--- config.mk ---
export PLATFORM = sky130hd
export DESIGN_NAME = bounded_set_table
export DESIGN_NICKNAME = d
export VERILOG_FILES = /design/src/bst_pkg.sv /design/src/bst_datapath.sv /design/src/bst_ctrl.sv /design/src/bounded_set_table.sv
export SDC_FILE = /design/constraint.sdc
export NUM_CORES = 1
export LEC_CHECK = 0
export BUFFER_PORTS_ARGS = -buffer_cell sky130_fd_sc_hd__buf_2
export CORE_MARGIN = 5
export CORE_UTILIZATION = 42
export DETAILED_ROUTE_END_ITERATION = 12
export GPL_ROUTABILITY_DRIVEN = 0
export GPL_TIMING_DRIVEN = 0
export PLACE_DENSITY = 0.59
export SYNTH_ARGS = -nofsm -noshare
export SYNTH_HDL_FRONTEND = slang
export SYNTH_SLANG_ARGS = --single-unit
--- constraint.sdc ---
create_clock -name clk -period 12.43 [get_ports clk]
set_input_delay 1.243 -clock clk [delete_from_list [all_inputs] [get_ports clk]]
set_output_delay 1.243 -clock clk [all_outputs]
set_load 0.005 [all_outputs]
--- src/bst_pkg.sv ---
// shared constants, operation codes and control structs of the bounded set table
package bst_pkg;

    localparam int DEPTH_DEF   = 16;
    localparam int VALUE_W_DEF = 32;
    localparam int VALUE_IN_W  = 32;
    localparam int KIND_W      = 2;
    localparam int CAP_W       = 5;
    localparam int COUNT_W     = 5;
    localparam int OUT_DATA_W  = 8;

    localparam logic [CAP_W-1:0] CAP_RESET = 5'd16;

    // operation codes
    localparam logic [KIND_W-1:0] KIND_ADD    = 2'd0;
    localparam logic [KIND_W-1:0] KIND_REMOVE = 2'd1;
    localparam logic [KIND_W-1:0] KIND_TEST   = 2'd2;

    // commands from the controller to the datapath
    typedef struct packed {
        logic load;
        logic scan;
        logic commit;
    } bst_cmd_t;

    // status from the datapath to the controller
    typedef struct packed {
        logic scan_done;
    } bst_sts_t;

endpackage

--- src/bst_datapath.sv ---
// entry store, scan compare, fill count, capacity register and result register
module bst_datapath #(
    parameter int DEPTH       = bst_pkg::DEPTH_DEF,
    parameter int VALUE_WIDTH = bst_pkg::VALUE_W_DEF
) (
    input  logic                           clk,
    input  logic                           rst_n,
    input  bst_pkg::bst_cmd_t              cmd,
    output bst_pkg::bst_sts_t              sts,
    input  logic [bst_pkg::KIND_W-1:0]     in_kind,
    input  logic [bst_pkg::VALUE_IN_W-1:0] in_value,
    input  logic                           cfg_we,
    input  logic [bst_pkg::CAP_W-1:0]      cfg_data,
    output logic                           out_ok,
    output logic [bst_pkg::COUNT_W-1:0]    out_count
);
    import bst_pkg::*;

    localparam int ADDR_W = (DEPTH > 1) ? $clog2(DEPTH) : 1;
    localparam int FILL_W = $clog2(DEPTH + 1);
    localparam int CMP_W  = (FILL_W > CAP_W) ? FILL_W : CAP_W;

    logic [VALUE_WIDTH-1:0] mem [DEPTH];
    logic [VALUE_WIDTH-1:0] rd_data_reg;

    logic [KIND_W-1:0]      kind_reg, kind_next;
    logic [VALUE_WIDTH-1:0] key_reg, key_next;
    logic [FILL_W-1:0]      fill_reg, fill_next;
    logic [CAP_W-1:0]       cap_reg, cap_next;
    logic [FILL_W-1:0]      ptr_reg, ptr_next;
    logic                   pend_reg, pend_next;
    logic [FILL_W-1:0]      pend_idx_reg, pend_idx_next;
    logic                   found_reg, found_next;
    logic [ADDR_W-1:0]      slot_reg, slot_next;
    logic [VALUE_WIDTH-1:0] last_reg, last_next;
    logic                   ok_reg, ok_next;
    logic [COUNT_W-1:0]     count_reg, count_next;

    logic                   issue;
    logic                   hit;
    logic                   is_last;
    logic                   we;
    logic [ADDR_W-1:0]      wr_addr;
    logic [VALUE_WIDTH-1:0] wr_data;
    logic [CMP_W-1:0]       cap_x;
    logic [CMP_W-1:0]       depth_x;
    logic [CMP_W-1:0]       eff_cap;
    logic [CMP_W-1:0]       fill_x;

    // scan: one read issued per cycle, compared in the cycle after
    assign issue   = cmd.scan && (ptr_reg < fill_reg);
    assign hit     = pend_reg && (rd_data_reg == key_reg);
    assign is_last = pend_reg && (pend_idx_reg == (fill_reg - FILL_W'(1)));
    assign sts.scan_done = !issue && !pend_reg;

    // capacity saturates at the store depth
    assign cap_x   = CMP_W'(cap_reg);
    assign depth_x = CMP_W'(DEPTH);
    assign eff_cap = (cap_x > depth_x) ? depth_x : cap_x;
    assign fill_x  = CMP_W'(fill_reg);

    // next-state logic
    always_comb
    begin
        kind_next     = kind_reg;
        key_next      = key_reg;
        fill_next     = fill_reg;
        cap_next      = cap_reg;
        ptr_next      = ptr_reg;
        pend_next     = pend_reg;
        pend_idx_next = pend_idx_reg;
        found_next    = found_reg;
        slot_next     = slot_reg;
        last_next     = last_reg;
        ok_next       = ok_reg;
        count_next    = count_reg;
        we            = 1'b0;
        wr_addr       = slot_reg;
        wr_data       = last_reg;

        if (cfg_we)
        begin
            cap_next = cfg_data;
        end

        if (cmd.load)
        begin
            kind_next  = in_kind;
            key_next   = VALUE_WIDTH'(in_value);
            ptr_next   = '0;
            pend_next  = 1'b0;
            found_next = 1'b0;
        end

        if (cmd.scan)
        begin
            pend_next     = issue;
            pend_idx_next = ptr_reg;
            if (issue)
            begin
                ptr_next = ptr_reg + FILL_W'(1);
            end
            if (hit)
            begin
                found_next = 1'b1;
                slot_next  = ADDR_W'(pend_idx_reg);
            end
            if (is_last)
            begin
                last_next = rd_data_reg;
            end
        end

        if (cmd.commit)
        begin
            ok_next = 1'b0;
            case (kind_reg)
                KIND_ADD:
                begin
                    if (!found_reg && (fill_x < eff_cap))
                    begin
                        we        = 1'b1;
                        wr_addr   = ADDR_W'(fill_reg);
                        wr_data   = key_reg;
                        fill_next = fill_reg + FILL_W'(1);
                        ok_next   = 1'b1;
                    end
                end
                KIND_REMOVE:
                begin
                    // last entry moves into the freed slot
                    if (found_reg)
                    begin
                        we        = 1'b1;
                        wr_addr   = slot_reg;
                        wr_data   = last_reg;
                        fill_next = fill_reg - FILL_W'(1);
                        ok_next   = 1'b1;
                    end
                end
                KIND_TEST:
                begin
                    ok_next = found_reg;
                end
                default:
                begin
                    ok_next = 1'b0;
                end
            endcase
            count_next = COUNT_W'(fill_next);
        end
    end

    // control registers
    always_ff @(posedge clk or negedge rst_n)
    begin
        if (!rst_n)
        begin
            fill_reg <= '0;
            cap_reg  <= CAP_RESET;
            ptr_reg  <= '0;
            pend_reg <= 1'b0;
        end
        else
        begin
            fill_reg <= fill_next;
            cap_reg  <= cap_next;
            ptr_reg  <= ptr_next;
            pend_reg <= pend_next;
        end
    end

    // payload registers
    always_ff @(posedge clk)
    begin
        kind_reg     <= kind_next;
        key_reg      <= key_next;
        pend_idx_reg <= pend_idx_next;
        found_reg    <= found_next;
        slot_reg     <= slot_next;
        last_reg     <= last_next;
        ok_reg       <= ok_next;
        count_reg    <= count_next;
    end

    // entry store, one write port and one registered read port
    always_ff @(posedge clk)
    begin
        if (we)
        begin
            mem[wr_addr] <= wr_data;
        end
        if (issue)
        begin
            rd_data_reg <= mem[ADDR_W'(ptr_reg)];
        end
    end

    assign out_ok    = ok_reg;
    assign out_count = count_reg;

endmodule

--- src/bst_ctrl.sv ---
// controller: accept, scan, commit sequencing and output word valid
module bst_ctrl (
    input  logic              clk,
    input  logic              rst_n,
    input  logic              s_tvalid,
    output logic              s_tready,
    output logic              m_tvalid,
    input  logic              m_tready,
    output bst_pkg::bst_cmd_t cmd,
    input  bst_pkg::bst_sts_t sts
);
    import bst_pkg::*;

    localparam logic [1:0] S_IDLE = 2'd0;
    localparam logic [1:0] S_SCAN = 2'd1;
    localparam logic [1:0] S_EXEC = 2'd2;

    logic [1:0] state_reg, state_next;
    logic       out_valid_reg, out_valid_next;
    logic       out_free;

    // result register free or being emptied this cycle
    assign out_free = !out_valid_reg || m_tready;

    // state transitions and commands
    always_comb
    begin
        state_next = state_reg;
        cmd        = '0;
        s_tready   = 1'b0;
        case (state_reg)
            S_IDLE:
            begin
                s_tready = 1'b1;
                if (s_tvalid)
                begin
                    cmd.load   = 1'b1;
                    state_next = S_SCAN;
                end
            end
            S_SCAN:
            begin
                cmd.scan = 1'b1;
                if (sts.scan_done)
                begin
                    state_next = S_EXEC;
                end
            end
            S_EXEC:
            begin
                if (out_free)
                begin
                    cmd.commit = 1'b1;
                    state_next = S_IDLE;
                end
            end
            default:
            begin
                state_next = S_IDLE;
            end
        endcase
    end

    // output word valid
    always_comb
    begin
        out_valid_next = out_valid_reg;
        if (cmd.commit)
        begin
            out_valid_next = 1'b1;
        end
        else if (m_tready)
        begin
            out_valid_next = 1'b0;
        end
    end

    always_ff @(posedge clk or negedge rst_n)
    begin
        if (!rst_n)
        begin
            state_reg     <= S_IDLE;
            out_valid_reg <= 1'b0;
        end
        else
        begin
            state_reg     <= state_next;
            out_valid_reg <= out_valid_next;
        end
    end

    assign m_tvalid = out_valid_reg;

endmodule

--- src/bounded_set_table.sv ---
// sequence: an accepted input word is loaded, scanned over the live entries, then committed
// one word in flight: a new input word is taken only after the last one commits; the scan
//   reads one entry per cycle through a registered read, and the commit waits for a free result register
// a stalled result word holds back the commit of the next word, not its acceptance
// reset (rst_n, async, active low): fill count 0, capacity 16, no word pending
// top level of the bounded set table
module bounded_set_table #(
    parameter int DEPTH       = bst_pkg::DEPTH_DEF,
    parameter int VALUE_WIDTH = bst_pkg::VALUE_W_DEF
) (
    input  logic                            clk,
    input  logic                            rst_n,
    input  logic                            s_tvalid,
    output logic                            s_tready,
    input  logic [bst_pkg::VALUE_IN_W-1:0]  s_tdata,   // [31:0] value
    input  logic [bst_pkg::KIND_W-1:0]      s_tuser,   // [1:0] kind
    output logic                            m_tvalid,
    input  logic                            m_tready,
    output logic [bst_pkg::OUT_DATA_W-1:0]  m_tdata,   // [4:0] count, rest zero
    output logic                            m_tuser,   // [0] ok
    input  logic                            cfg_valid,
    output logic                            cfg_ready,
    input  logic [bst_pkg::CAP_W-1:0]       cfg_data   // capacity
);
    import bst_pkg::*;

    bst_cmd_t           cmd;
    bst_sts_t           sts;
    logic [COUNT_W-1:0] out_count;

    bst_ctrl u_ctrl (
        .clk      (clk),
        .rst_n    (rst_n),
        .s_tvalid (s_tvalid),
        .s_tready (s_tready),
        .m_tvalid (m_tvalid),
        .m_tready (m_tready),
        .cmd      (cmd),
        .sts      (sts)
    );

    bst_datapath #(
        .DEPTH       (DEPTH),
        .VALUE_WIDTH (VALUE_WIDTH)
    ) u_datapath (
        .clk       (clk),
        .rst_n     (rst_n),
        .cmd       (cmd),
        .sts       (sts),
        .in_kind   (s_tuser),
        .in_value  (s_tdata),
        .cfg_we    (cfg_valid),
        .cfg_data  (cfg_data),
        .out_ok    (m_tuser),
        .out_count (out_count)
    );

    // capacity writes are always taken
    assign cfg_ready = 1'b1;
    assign m_tdata   = OUT_DATA_W'(out_count);

endmodule

==> reports/results.tsv <==
metric	value	unit
outcome	complete, no violations	
min-delay src	u_datapath.rd_data_reg[22]	
detailed placer's ending HPWL	38.93	mm
flop and latch count out of synthesis	645	
core box area	0.06013	sq mm
number of warnings issued by yosys	0	
dominant cell type by area after synthesis	sky130_fd_sc_hd__edfxtp_1	
post-cts resize count	0	
clock tree from TritonCTS	done	
type of the most critical hold path	reg2reg	
source of the critical timing path	u_datapath.cap_reg[4]	
maximum ir drop on the vdd rail	122.4	uV
Post-CTS Hold Fix Bufs	0	
switching fraction of total power	29.10	%
total via count after detailed routing	12280	
main flop type after synthesis	sky130_fd_sc_hd__edfxtp_1	
Critical-path top delay cell	sky130_fd_sc_hd__o22ai_4	
n_diodes	0	
Worst R2R Start	u_datapath.cap_reg[4]	
total standard cell area after synthesis	0.02539	sq mm
Reg clk slew, reported paths	0.06	ns
clock tree root buffer cell	sky130_fd_sc_hd__clkbuf_16	
endpoint class of the critical path	register	
non-filler cells, final	2207	
Die X-Extent	255.9	microns
critical path arrival	4.22	ns
starting density of the core	42.22	%
Post-Place Cells	2086	
insertion delay of the later-clocked pin in the worst-skew pair	0.59	ns
cts bufs inserted	69	
kind of critical path	reg2reg	
worst-case hold slack	0.4709	ns
fin. max-slew vios	0	
vias in the first global route	12710	
number of vias per cell after detailed routing	5.562	
count of flip-flops with a built-in enable after synthesis	625	
pin count of the biggest net entering global routing	22	
maximum fanout along the worst path	18	
switching power summed over all nets	0.001831	W
die area	0.06547	sq mm
Largest stage delay, worst path	0.78	ns
post-synthesis sequential area ratio	75.87	%
first-pass GRT wire length	86.68	mm
endpoints failing setup	0	
portion of total power attributed to the clock network	31.6	%
top area cells in the synthesized netlist	sky130_fd_sc_hd__edfxtp_1, sky130_fd_sc_hd__mux4_2, sky130_fd_sc_hd__dfrtp_1	
RSZ-0062 raised after global routing	no	
fill cell count	4929	
number of buffers added on ports	51	
ANT nets after route	0	
setup fix buffers added after clock tree synthesis	0	
final count of hold timing violations	0	
required time of the critical path	12.71	ns
Avg WL per Cell	26.59	microns
register-to-register setup slack	8.49	ns
largest register by flop count	u_datapath.mem	
layout cells sized above 1	28.21	%
starting DRC count in detailed routing	997	
number of instances in the synthesized netlist	1222	
level count of the clock H-tree	3	
CP delay by family, top	compound AO/OA/AOI/OAI gates	
worst slew margin relative to its limit	31.97	%
combinational share of power	25.3	%
max-cap violation count	0	
register share of total power	43.0	%
Setup TNS	0	ns
top cell type's share of synthesized area	73.92	%
count of nets after finishing	1433	
design internal power	0.004461	W
number of flip-flops under the largest register name	512	
total grt overflow	0	
Chip Height	255.9	microns
DRT Wirelength	58.68	mm
combined buffer and inverter count along the critical path	3	
Post-Place Setup Slack	8.297	ns
cell depth of the worst min-delay path	0	
total number of clock tree sinks	645	
largest clock skew in the final design	0.01623	ns
number of detailed-route iterations in the first pass	6	
startpoint type of the worst setup path	register	
depth of the most critical reg-to-reg path	9	
syn_area_per_cell	20.78	sq um
capture instance of the worst register-to-register path	u_datapath.mem[6][6]	
cell chain of the critical path	inv_1 -> ha_1 -> a211oi_4 -> nand2_2 -> nor3_4 -> buf_8 -> nand3_4 -> o22ai_4 -> buf_16	
placement row count	90	
# DRC	0	
number of antenna violations at the first check in global routing	0	
worst path setup slack after routing	8.490	ns
Max clock buf depth	3	
share of the cycle needed by the critical path after routing	31.70	%
library cells used by synthesis	60	
fraction of registers with async set or reset after synthesis	2.946	%
layout-stage area growth over the synthesis result	16.82	%
Leakage Power	9.436	nW
transition time at the pin with the least slew margin	1.020	ns
Max Freq	253.8	MHz
GRT Total Usage	17.93	%
Cell Pwr Density	212.1	mW/mm^2
Period minus WS final	3.940	ns
hold endpoint	u_datapath.last_reg[22]	
I/O pin cnt	56	
[power groups by stage]
stage                     clock [W]  combinational (W)  sequential, W
after floorplan                   0            0.00105        0.00272
after global placement            0            0.00153        0.00276
after detailed placement          0            0.00163        0.00275
after CTS                   0.00203            0.00164        0.00271
after global routing        0.00212            0.00173        0.00272
final                       0.00199            0.00159        0.00271
[final cells by class]
type	count	area [sq um]	area share (%)
Buffer	62	335.3	1.130
Clock buffer	83	1864	6.285
Clock inverter	38	324.1	1.093
Inverter	14	52.55	0.1772
Multi-Input combinational cell	503	6000	20.23
Sequential cell	645	19260	64.95
Tap cell	782	978.4	3.299
Timing Repair Buffer	80	843.3	2.843
[routing by layer]
metal / track usage (%) / vias to the layer above / share of wire [%]
met5: 0 / - / 0
met4: 4.768 / 0 / 2.0
met3: 3.038 / 79 / 5.4
met2: 29.91 / 360 / 50
met1: 24.83 / 6483 / 42
li1: - / 5353 / -
[cell usage in the layout (no fill, tap or decap), drive strengths merged, types with 15 or more instances in the layout]
master,n
buf,116
xnor2,25
o22ai,16
dfrtp,18
clkinv,31
inv,15
nor2b,35
clkbuf,109
edfxtp,625
mux2i,39
xor2,18
mux2,36
nand2,32
a21oi,38
mux4,128
a211oi,34
[worst max path at each step]
stage,to,slack [ns],cells after the start
final,u_datapath.mem[6][6],8.49,9
after global routing,u_datapath.mem[7][5],8.32,9
after CTS,u_datapath.mem[7][5],8.47,9
after detailed placement,u_datapath.mem[7][12],8.30,8
after global placement,u_datapath.mem[8][13],3.92,6
after floorplan,u_datapath.mem[8][0],7.55,5
[cells by family (layout without fill, tap and decap cells)]
family / count (synthesis) / in the layout / synth area share, %
compound gates: 121 / 121 / 3.188
xor+xnor: 43 / 43 / 1.483
fa+ha+maj: 14 / 14 / 0.6899
buf+inv: 76 / 277 / 1.528
flops: 645 / 645 / 75.87
mux: 203 / 203 / 14.49
other cells: 2 / 4 / 0.02958
simple gates: 118 / 118 / 2.720
[metrics by stage]
| step | total power (W) | util (%) | instance area (sq um) |
|---|---|---|---|
| final | 0.006291 | 49.33 | 29660 |
| after global routing | 0.006566 | 49.33 | 29660 |
| after CTS | 0.006375 | 49.33 | 29660 |
| after detailed placement | 0.004383 | 45.69 | 27470 |
| after global placement | 0.004286 | 44.29 | 26630 |
| after floorplan | 0.003777 | - | 25400 |
[cells in the mapped netlist, drive strengths merged (4+ instances only)]
master  count
nor4        5
nand3       7
o32ai       4
nand4       8
buf        36
nand2b      4
nand3b      4
nor2       11
dfrtp      18
mux4      128
a211oi     34
nand2      32
nor2b      35
clkbuf     26
xnor2      25
xor2       18
inv        14
o21ai      10
a21oi      38
o22ai      16
a22oi       4
mux2       36
ha         14
edfxtp    625
mux2i      39
nor3        4
No activity file was read; power rests on OpenSTA's default activity.
